==> config.mk <==
export PLATFORM = sky130hd
export DESIGN_NAME = rwt_ctrl
export DESIGN_NICKNAME = d
export VERILOG_FILES = /design/src/design/rwt_pkg.sv /design/src/design/rwt_ctrl.sv
export SDC_FILE = /design/constraint.sdc
export NUM_CORES = 1
export LEC_CHECK = 0
export ABC_CLOCK_PERIOD_IN_PS = 2900
export BUFFER_PORTS_ARGS = -buffer_cell sky130_fd_sc_hd__buf_2
export CAP_MARGIN = 15
export CORE_AREA = 10 10 47 49
export CTS_CLUSTER_SIZE = 12
export DETAILED_ROUTE_END_ITERATION = 6
export DIE_AREA = 0 0 57 59
export GPL_TIMING_DRIVEN = 0
export PLACE_DENSITY = 0.3
export SLEW_MARGIN = 20
export SYNTH_ARGS = -nofsm -noshare
export SYNTH_HDL_FRONTEND = slang
export SYNTH_SLANG_ARGS = --single-unit
==> constraint.sdc <==
create_clock -name clk -period 2.9 [get_ports clk]
set_clock_uncertainty 0.05 [all_clocks]
set_input_delay 0.29 -clock clk [delete_from_list [all_inputs] [get_ports clk]]
set_output_delay 0.29 -clock clk [all_outputs]
set_load 0.01 [all_outputs]
==> src/design/rwt_pkg.sv <==
package rwt_pkg;

  localparam int unsigned CMD_W   = 2;
  localparam int unsigned IDX_W   = 10;
  localparam int unsigned CAP_W   = 11;
  localparam int unsigned STAMP_W = 32;
  localparam int unsigned TAG_W   = 32;

  localparam logic [CMD_W-1:0] CMD_RECEIVE = 2'd0;
  localparam logic [CMD_W-1:0] CMD_ADVANCE = 2'd1;
  localparam logic [CMD_W-1:0] CMD_READ    = 2'd2;

  typedef struct packed {
    logic [CMD_W-1:0]   cmd;
    logic [IDX_W-1:0]   slot_index;
    logic [STAMP_W-1:0] timestamp;
    logic [TAG_W-1:0]   payload_tag;
  } in_t;

  typedef struct packed {
    logic               status;
    logic               in_window;
    logic [STAMP_W-1:0] stored_stamp;
    logic [TAG_W-1:0]   stored_tag;
    logic [IDX_W-1:0]   head_pos;
    logic [IDX_W-1:0]   tail_pos;
    logic [CAP_W-1:0]   fill_count;
  } out_t;

  // Commands from the controller to the datapath.
  typedef struct packed {
    logic clear;
    logic load;
    logic exec;
  } ctl_cmd_t;

  // Status from the datapath back to the controller.
  typedef struct packed {
    logic clear_last;
    logic out_valid;
  } ctl_status_t;

endpackage

==> src/design/rwt_ctrl.sv <==
module rwt_ctrl (
  input  logic                 clk,
  input  logic                 rst,
  input  logic                 in_valid,
  output logic                 in_ready,
  input  logic                 out_ready,
  input  rwt_pkg::ctl_status_t status,
  output rwt_pkg::ctl_cmd_t    cmd
);
  import rwt_pkg::*;

  typedef enum logic [2:0] {
    ST_CLEAR = 3'b001,
    ST_IDLE  = 3'b010,
    ST_EXEC  = 3'b100
  } state_t;

  state_t state;
  state_t state_next;

  always_ff @(posedge clk) begin
    if (rst) begin
      state <= ST_CLEAR;
    end else begin
      state <= state_next;
    end
  end

  always_comb begin
    state_next = state;
    in_ready   = 1'b0;
    cmd        = '0;
    unique case (state)
      ST_CLEAR: begin
        cmd.clear = 1'b1;
        if (status.clear_last) begin
          state_next = ST_IDLE;
        end
      end
      ST_IDLE: begin
        // The result register is free, or its transfer completes this cycle.
        in_ready = !status.out_valid || out_ready;
        if (in_valid && in_ready) begin
          cmd.load   = 1'b1;
          state_next = ST_EXEC;
        end
      end
      ST_EXEC: begin
        cmd.exec   = 1'b1;
        state_next = ST_IDLE;
      end
      default: begin
        state_next = ST_CLEAR;
      end
    endcase
  end

endmodule

==> results of run 1 <==
==> metal layers <==
metal  up-vias  track usage [%]  wire length (microns)
met5         -                0                      0
li1         99                -                      -
met2         5            5.426                    314
met4         0            7.047                      0
met3         0            1.717                     19
met1        86            3.066                    209
==> cells by family (layout without fill, tap and decap cells) <==
family / count (synthesis) / count (layout) / share of synthesized area (%)
compound gates: 5 / 5 / 18.62
buf+inv: 2 / 15 / 4.134
flops: 3 / 3 / 33.10
simple gates: 11 / 11 / 44.14
==> cell usage after synthesis <==
master	number	share of area, %
nor3_1	1	2.8
nand2b_2	1	4.8
nand2_1	1	2.1
a21oi_2	1	4.8
dfxtp_1	3	33
o21ai_1	1	2.8
nor4_2	1	6.9
and2b_1	1	4.1
inv_2	1	2.1
nor2b_1	1	3.5
nor3b_2	1	6.9
nor2_1	2	4.1
nor3b_1	1	4.1
a21oi_1	1	2.8
and3b_1	1	4.8
inv_1	1	2.1
o21a_1	1	4.1
o211ai_1	1	4.1
==> through the flow <==
step	worst slack (ns)	total power [mW]	util, %
after floorplan	1.773	0.05723	-
after global placement	1.594	0.06536	17.59
after detailed placement	1.605	0.06550	17.59
after CTS	1.368	0.1425	19.46
after global routing	1.290	0.1474	19.46
final	1.417	0.1383	19.46
==> path summary, 6_finish.rpt <==
check | to | depth (start not counted)
worst min register to register | state[1]$_SDFFE_PP0P_ | 2
worst min-delay path | state[1]$_SDFFE_PP0P_ | 2
worst max register to register | state[1]$_SDFFE_PP0P_ | 3
worst max-delay path | cmd[1] | 3
==> power by group through the flow <==
stage / registers, mW / clock network (mW) / logic [mW]
after floorplan: 0.0471 / 0 / 0.0101
after global placement: 0.0483 / 0 / 0.0171
after detailed placement: 0.0483 / 0 / 0.0172
after CTS: 0.0480 / 0.0773 / 0.0172
after global routing: 0.0486 / 0.0801 / 0.0188
final: 0.0478 / 0.0739 / 0.0167
==> area by class of cell <==
cell class | count | area, sq um | share of cell area (%)
inverters | 2 | 7.507 | 2.752
well taps | 16 | 20.02 | 7.339
flip-flops and latches | 3 | 60.06 | 22.02
multi-input cells | 16 | 113.9 | 41.74
repair buffers | 9 | 45.04 | 16.51
clock buffers | 4 | 26.28 | 9.633
==> run_results.csv, run 1 <==
group,metric,value,unit
run_status,status,"completed",
critical_path,worst-path-max-fanout,6,
place,port_buffers,9,
clock_network,cts_tree,"built",
pwr,p_sw,0.03403,mW
die,rows,14,
timing,report.final.slew_viol_count,0,
critical_path,slowest_delay,0.45,ns
place,dpl.cell_count,46,
yosys,synth.yosys.seq_area_share,33.10,%
yosys,ys_types,18,
clock_network,htreeDepth,1,
clock_network,clk_path_buf_depth,2,
pwr,p_leak,0.1264,nW
clock_network,clock_latency,0.23,ns
die,dieArea,3363,sq um
clock_network,cts.sinks,3,
yosys,synth-seq-cells,3,
timing,tightest_slew,0.2600,ns
final_layout,fillCellCount,180,
global_routing,grt_overflow,0,
final_layout,layout_common_cells,"9 x buf_2, 3 x clkbuf_4, 3 x dfxtp_1",
hold_path,hp-start,"rst",
yosys,avgSynthCellArea,8.639,sq um
route,post_drt_via_cell_ratio,3.800,
route,drcViolationCount,0,
yosys,yosys_warnings,0,
global_routing,grt_usage,3.879,%
die,die_x,57,microns
final_layout,largest_register,"state",
global_routing,grt_start_max_net_pins,8,
die,ios,10,
clock_network,cts-root-buf,"clkbuf_4",
route,wire_per_inst,10.84,microns
pwr,p_clk_share,53.4,%
critical_path,path_cells,"nand2b_2, nor4_2, buf_2",
critical_path,endpoint_kind,"primary output",
timing,fin_crit_sh,51.15,%
critical_path,cp_top_family,"flip-flops",
pwr,power_density,507.2,nW/um^2
final_layout,largestRegisters,"state: 3 flops",
timing,fin_hold_ws,0.1946,ns
die,die_y,59,microns
timing,setup_viol,0,
clock_network,hold_buffers,0,
critical_path,r2r_slack,1.78,ns
pwr,intPower,0.1043,mW
timing,rsz0062_at_grt,"no",
final_layout,area_delta_synth_final,50.35,%
clock_network,clkTransAtPathRegs,0.04,ns
critical_path,worstPathArrival,1.14,ns
final_layout,drive_gt1_share,50.00,%
route,num_vias,190,
final_layout,final_area,272.8,sq um
critical_path,worstReg2RegStart,"state[1]$_SDFFE_PP0P_",
critical_path,critPathBufInv,1,
die,placeableCoreArea,1401,sq um
flow_run,max-cap-violations,0,
global_routing,grt_pass1_wl,924,microns
timing,max_freq,674.2,MHz
route,first_pass_iters,1,
critical_path,critPathRequiredTime,2.56,ns
final_layout,largest_register_ff_count,3,
hold_path,hp-class,"primary input to register",
final_layout,layout.cells.non_filler,50,
place,placed_area,246.5,sq um
yosys,netlist_instances,21,
pwr,comb_power_share,12.0,%
timing,slew-limit-headroom,82.65,%
final_layout,antenna_cells,0,
route,postRouteAntennaNets,0,
route,first_iter_violations,0,
final_layout,nets,41,
critical_path,crit_path_start_kind,"register",
pwr,seq_power_share,34.5,%
clock_network,post_cts_buffers,0,
clock_network,cts_made_buffers,3,
timing,finalSetupTns,0,ns
yosys,syn-cell-area,181.4,sq um
final_layout,final_common_cell,"buf_2",
route,wirelength,542,microns
critical_path,critPathKind,"register to primary output",
pwr,p_sw_share,24.60,%
global_routing,antenna_found_initial,0,
yosys,synthesis.nets,27,
global_routing,first_global_vias,224,
die,start_util,12.95,%
critical_path,crit_slowest_cell,"dfxtp_1",
timing,hold_viol_final,0,
place,dp_hpwl,435.8,microns
critical_path,worstSetupStartpoint,"state[1]$_SDFFE_PP0P_",
pwr,ir_worst_vdd,0.1095,mV
clock_network,ctsResizeCount,0,
timing,fin_crit,1.483,ns
place,gp_congestion,0.7210,
No activity file was read; power rests on OpenSTA's default activity.
==> run 2, diff against run 1 <==
ABC_AREA = 1   (was default)
ABC_CLOCK_PERIOD_IN_PS = 1200   (was 2900)
clock period = 1.2 ns   (was 2.9 ns; I/O delays follow)
==> run 2 against run 1 <==
Effect of this change: worst hold slack lost 0.18 ns; die area unchanged; sequential cell count unchanged; clock power increased by 140%; largest cell class unchanged.
==> run_results.csv, run 2 <==
group,metric,value,unit
yosys,synth_most_common_cell,"nand2_1",
hold_path,hp-start,"rst",
yosys,ys.flop_type,"dfxtp_1",
die,rows,14,
yosys,yosys.area.top_type,"dfxtp_1",
clock_network,cts_made_buffers,3,
yosys,netlist_instances,30,
clock_network,hold_buffers,0,
timing,fin_crit,1.135,ns
timing,max_freq,881.2,MHz
final_layout,largest_register,"state",
die,ios,10,
place,placed_area,246.5,sq um
route,wirelength,516,microns
timing,rsz0062_at_grt,"yes",
clock_network,cts_tree,"built",
pwr,seq_power_share,31.4,%
yosys,synth_edf_count,0,
final_layout,area_delta_synth_final,59.31,%
die,die_y,59,microns
global_routing,grt_overflow,0,
die,dieArea,3363,sq um
route,first_pass_iters,4,
final_layout,nets,51,
critical_path,worstPathArrival,0.96,ns
clock_network,cts-root-buf,"clkbuf_4",
clock_network,htreeDepth,1,
yosys,avgSynthCellArea,6.047,sq um
run_status,status,"completed",
route,drcViolationCount,0,
route,num_vias,221,
yosys,synthesis.nets,36,
yosys,synth_common_cells,"9 x nand2_1, 6 x inv_1, 3 x dfxtp_1",
critical_path,worstSetupStartpoint,"state[2]$_SDFFE_PP0P_",
yosys,yosys_warnings,0,
die,placeableCoreArea,1401,sq um
route,first_iter_violations,3,
final_layout,final_area,289.0,sq um
critical_path,worstReg2RegStart,"state[2]$_SDFFE_PP0P_",
yosys,async_reset_ff_share,0,%
timing,slew-limit-headroom,90.62,%
place,post-place-ws,0.2213,ns
timing,report.final.slew_viol_count,0,
global_routing,grt_start_max_net_pins,6,
global_routing,grt_usage,3.194,%
die,die_x,57,microns
hold_path,hp-class,"primary input to register",
clock_network,clk_path_buf_depth,2,
pwr,p_leak,0.1589,nW
pwr,intPower,0.2922,mW
clock_network,clock_latency,0.23,ns
pwr,ir_worst_vdd,0.4170,mV
route,postRouteAntennaNets,0,
final_layout,drive_gt1_share,47.73,%
final_layout,layout_common_cells,"9 x nand2_1, 9 x buf_2, 5 x inv_1",
place,port_buffers,9,
pwr,power_density,1497,nW/um^2
final_layout,largest_register_ff_count,3,
die,start_util,12.95,%
final_layout,largestRegisters,"state: 3 flops",
yosys,ys_types,12,
yosys,synth-seq-cells,3,
critical_path,crit_path_start_kind,"register",
pwr,comb_power_share,27.4,%
clock_network,clkTransAtPathRegs,0.04,ns
yosys,synth_area_leaders,"dfxtp_1 33%, nand2_1 19%, inv_1 12%, nand3_1 5.5%, nand3_2 5.5%",
pwr,p_sw_share,32.47,%
timing,fin_crit_sh,94.57,%
place,gp_congestion,0.5872,
timing,tightest_slew,0.1396,ns
critical_path,endpoint_kind,"primary output",
global_routing,first_global_vias,212,
timing,setup_slack,0.06518,ns
pwr,total_power,0.4327,mW
yosys,synth_top_area_share,33.10,%
yosys,syn-cell-area,181.4,sq um
place,dp_hpwl,399.4,microns
critical_path,critPathKind,"register to primary output",
final_layout,fin_util,20.63,%
route,post_drt_via_cell_ratio,3.683,
pwr,p_clk_share,41.1,%
critical_path,critPathRequiredTime,1.03,ns
route,wire_per_inst,8.600,microns
pwr,p_sw,0.1405,mW
flow_run,max-cap-violations,0,
timing,setup_viol,0,
clock_network,cts.sinks,3,
global_routing,antenna_found_initial,0,
critical_path,worst-path-max-fanout,5,
final_layout,antenna_cells,0,
global_routing,grt_pass1_wl,793,microns
yosys,synth.yosys.seq_area_share,33.10,%
timing,hold_viol_final,0,
==> run 2: changes by cell type in the layout (fill, tap and decap cells not counted), moves of 2 or more <==
cell,before,now
nand2_1,1,9
inv_1,1,5
nand3_1,0,2
dfxtp_1,3,1
dfxtp_2,0,2
==> run 2: stage by stage <==
step           hold WS, ns  std cells  setup TNS, ns
6_report           0.01167         60              0
5_1_grt            0.02311         60       -0.03749
4_1_cts           0.004812         60              0
3_5_place_dp        0.2582         55              0
3_3_place_gp        0.2589         55              0
2_1_floorplan       0.1493         30              0
==> run 2: area by class of cell <==
| type | count | area [sq um] |
|---|---|---|
| clock buffers | 4 | 26.28 |
| fillers | 179 | 1112 |
| inverters | 8 | 31.28 |
| multi-input cells | 19 | 96.34 |
| flip-flops and latches | 3 | 62.56 |
| well taps | 16 | 20.02 |
| repair buffers | 10 | 52.55 |
==> run 2: critical path, cell delays in order (launching register included) <==
cell and delay, ns:
dfxtp_1 0.31, clkinv_2 0.07, nand3_2 0.10, a21oi_2 0.11, buf_2 0.14
==> run 2: kinds of logic (layout without fill, tap and decap cells) <==
logic type / Yosys count / after routing / share of synthesized area, %
AOI/OAI and AO/OA: 3 / 3 / 10.34
buffers and inverters: 8 / 22 / 17.24
DFF: 3 / 3 / 33.10
and+or+nand+nor: 16 / 16 / 39.31
==> run 2: path summary, 6_finish.rpt <==
check / endpoint / slack (ns) / depth (start not counted)
max reg2reg: state[1]$_SDFFE_PP0P_ / 0.22 / 6
min reg2reg: state[1]$_SDFFE_PP0P_ / 0.57 / 3
min: state[2]$_SDFFE_PP0P_ / 0.01 / 2
max: in_ready / 0.07 / 4
==> run 2: timing repair <==
| item | 4_1_cts | 5_1_grt |
|---|---|---|
| endpoints found under the setup margin | 3 | 3 |
| buffers inserted | 1 | 0 |
| gates cloned | 0 | 0 |
| resized for setup | 2 | 3 |
| pin swaps | 1 | 0 |
==> run 2: power groups by stage <==
stage	sequential, mW	clock [mW]	combinational, mW
after floorplan	0.128	0	0.0758
after global placement	0.134	0	0.110
after detailed placement	0.132	0	0.110
after CTS	0.134	0.191	0.115
after global routing	0.138	0.190	0.136
final	0.136	0.178	0.119
==> run 2: layer usage <==
layer / routed length (microns) / vias up / share of wire, % / track usage [%]
met5: 0 / - / 0 / 0
met4: 16 / 0 / 3.1 / 4.027
met3: 31 / 2 / 6.0 / 1.502
met2: 221 / 7 / 43 / 4.341
met1: 247 / 94 / 48 / 3.195
li1: - / 118 / - / -
==> run 3, diff against run 2 <==
CORE_AREA = 2 2 39 41   (was 10 10 47 49)
DIE_AREA = 0 0 41 43   (was 0 0 57 59)
TNS_END_PERCENT = 10   (was default)
==> run 3 against run 2 <==
Effect of this change: sequential share of layout area is 0.15 points higher; total power decreased by 0.62%; register-to-register slack gained 0.03 ns; critical path depth rose by 1; maximum frequency is 0.80% lower; critical endpoint is now cmd[2]; largest power group unchanged; global-route usage rose by 3.5 points; core utilization rose by 0.53 points; largest cell class unchanged; sequential power about the same; die area decreased by 48%.
==> run_results.csv, run 3 (synthesis gave the netlist of run 2 again) <==
group,metric,value,unit
pwr,p_leak,0.1607,nW
hold_path,hp-class,"primary input to register",
global_routing,grt_overflow,0,
critical_path,critPathRequiredTime,1.03,ns
final_layout,largestRegisters,"state: 3 flops",
timing,slew-limit-headroom,89.82,%
clock_network,clk_path_buf_depth,2,
global_routing,grt_start_max_net_pins,6,
pwr,p_clk_share,41.1,%
critical_path,slowest_delay,0.35,ns
die,rows,14,
pwr,p_sw,0.1383,mW
final_layout,largest_register,"state",
clock_network,clock_latency,0.23,ns
timing,rsz0062_at_grt,"yes",
die,placeableCoreArea,1384,sq um
critical_path,path_cells,"inv_2, nor2_1, nand2_1, inv_1, buf_2",
route,post_drt_via_cell_ratio,3.617,
critical_path,worst-path-max-fanout,4,
global_routing,grt_usage,6.720,%
die,start_util,13.11,%
route,wirelength,443,microns
clock_network,cts_tree,"built",
die,die_y,43,microns
final_layout,nets,51,
final_layout,layout_common_cells,"9 x nand2_1, 9 x buf_2, 5 x inv_1",
critical_path,r2r_cells,6,
critical_path,crit_slowest_cell,"dfxtp_2",
place,dp_hpwl,330.3,microns
global_routing,first_global_vias,201,
route,wire_per_inst,7.383,microns
die,dieArea,1763,sq um
timing,tightest_slew,0.1515,ns
clock_network,cts.sinks,3,
clock_network,clkTransAtPathRegs,0.04,ns
final_layout,layout.cells.non_filler,60,
route,drcViolationCount,0,
pwr,seq_power_share,32.1,%
final_layout,fillCellCount,157,
die,die_x,41,microns
global_routing,antenna_found_initial,0,
critical_path,r2r-end,"state[1]$_SDFFE_PP0P_",
die,ios,10,
final_layout,largest_register_ff_count,3,
clock_network,hold_buffers,0,
timing,max_freq,874.1,MHz
clock_network,cts-root-buf,"clkbuf_4",
route,num_vias,217,
pwr,intPower,0.2917,mW
timing,hold_viol_final,0,
critical_path,endpoint_kind,"primary output",
timing,report.final.slew_viol_count,0,
clock_network,cts_made_buffers,3,
critical_path,worstReg2RegStart,"state[2]$_SDFFE_PP0P_",
route,first_iter_violations,1,
final_layout,fin_util,21.16,%
clock_network,htreeDepth,1,
flow_run,max-cap-violations,0,
pwr,comb_power_share,26.7,%
timing,setup_viol,0,
hold_path,whs_endpoint,"state[2]$_SDFFE_PP0P_",
pwr,power_density,1469,nW/um^2
timing,finalSetupTns,0,ns
critical_path,worstPathArrival,0.97,ns
final_layout,drive_gt1_share,45.45,%
final_layout,antenna_cells,0,
pwr,total_power,0.4300,mW
hold_path,hold_depth,2,
place,dpl.cell_count,55,
critical_path,critPathKind,"register to primary output",
run_status,status,"completed",
global_routing,grt_pass1_wl,745,microns
route,first_pass_iters,2,
timing,fin_crit,1.144,ns
hold_path,hp-start,"rst",
critical_path,crit_path_start_kind,"register",
route,postRouteAntennaNets,0,
pwr,p_sw_share,32.16,%
place,port_buffers,9,
final_layout,area_delta_synth_final,61.38,%
timing,fin_crit_sh,95.33,%
pwr,ir_worst_vdd,0.3403,mV
critical_path,r2r_slack,0.25,ns
place,gp_congestion,0.5902,
## run 3: area by class of cell
type	count	area, sq um	area share [%]
repair buffers	10	52.55	17.95
flip-flops and latches	3	63.81	21.79
multi-input cells	19	97.59	33.33
inverters	8	32.53	11.11
clock buffers	4	26.28	8.974
well taps	16	20.02	6.838
## run 3: stage by stage
step | hold slack (ns) | area (sq um) | setup WS, ns
floorplan | 0.1493 | 181.4 | 0.3219
global placement | 0.2609 | 246.5 | 0.1970
detailed placement | 0.2708 | 246.5 | 0.2188
CTS | 0.02422 | 282.8 | 0.03225
global route | 0.01541 | 292.8 | -0.002094
finish | 0.01816 | 292.8 | 0.05600
## run 3: how the worst max path moves through the flow
stage	startpoint	endpoint	cells past startpoint
4_1_cts	state[0]$_SDFFE_PP1P_	in_ready	4
2_1_floorplan	state[0]$_SDFFE_PP1P_	in_ready	3
3_5_place_dp	state[1]$_SDFFE_PP0P_	in_ready	3
5_1_grt	state[0]$_SDFFE_PP1P_	cmd[2]	5
3_3_place_gp	state[1]$_SDFFE_PP0P_	in_ready	3
6_report	state[0]$_SDFFE_PP1P_	cmd[2]	5
## run 3: critical path: cells and delay by family, from the launching register on
kind	cells	cell delay (ns)
buffers and inverters	3	0.21
DFF	1	0.35
and+or+nand+nor	2	0.18
## run 3: per-layer routing
metal,global-route usage (%),up-vias,part of all wire [%]
met4,4.000,0,0
met3,6.283,0,5.4
met1,6.731,93,42
li1,-,117,-
met5,0,-,0
met2,8.750,7,53
## run 3: power groups by stage
stage / combinational, mW / sequential (mW) / clock (mW)
final: 0.115 / 0.138 / 0.177
after detailed placement: 0.107 / 0.133 / 0
after floorplan: 0.0758 / 0.128 / 0
after global placement: 0.108 / 0.133 / 0
after global routing: 0.133 / 0.139 / 0.196
after CTS: 0.112 / 0.134 / 0.185
## run 3: timing repair
| item | 4_1_cts | 5_1_grt |
|---|---|---|
| pin swaps | 1 | 0 |
| gates resized for setup | 2 | 4 |
| endpoints found under the setup margin | 3 | 4 |
| setup buffers | 1 | 0 |
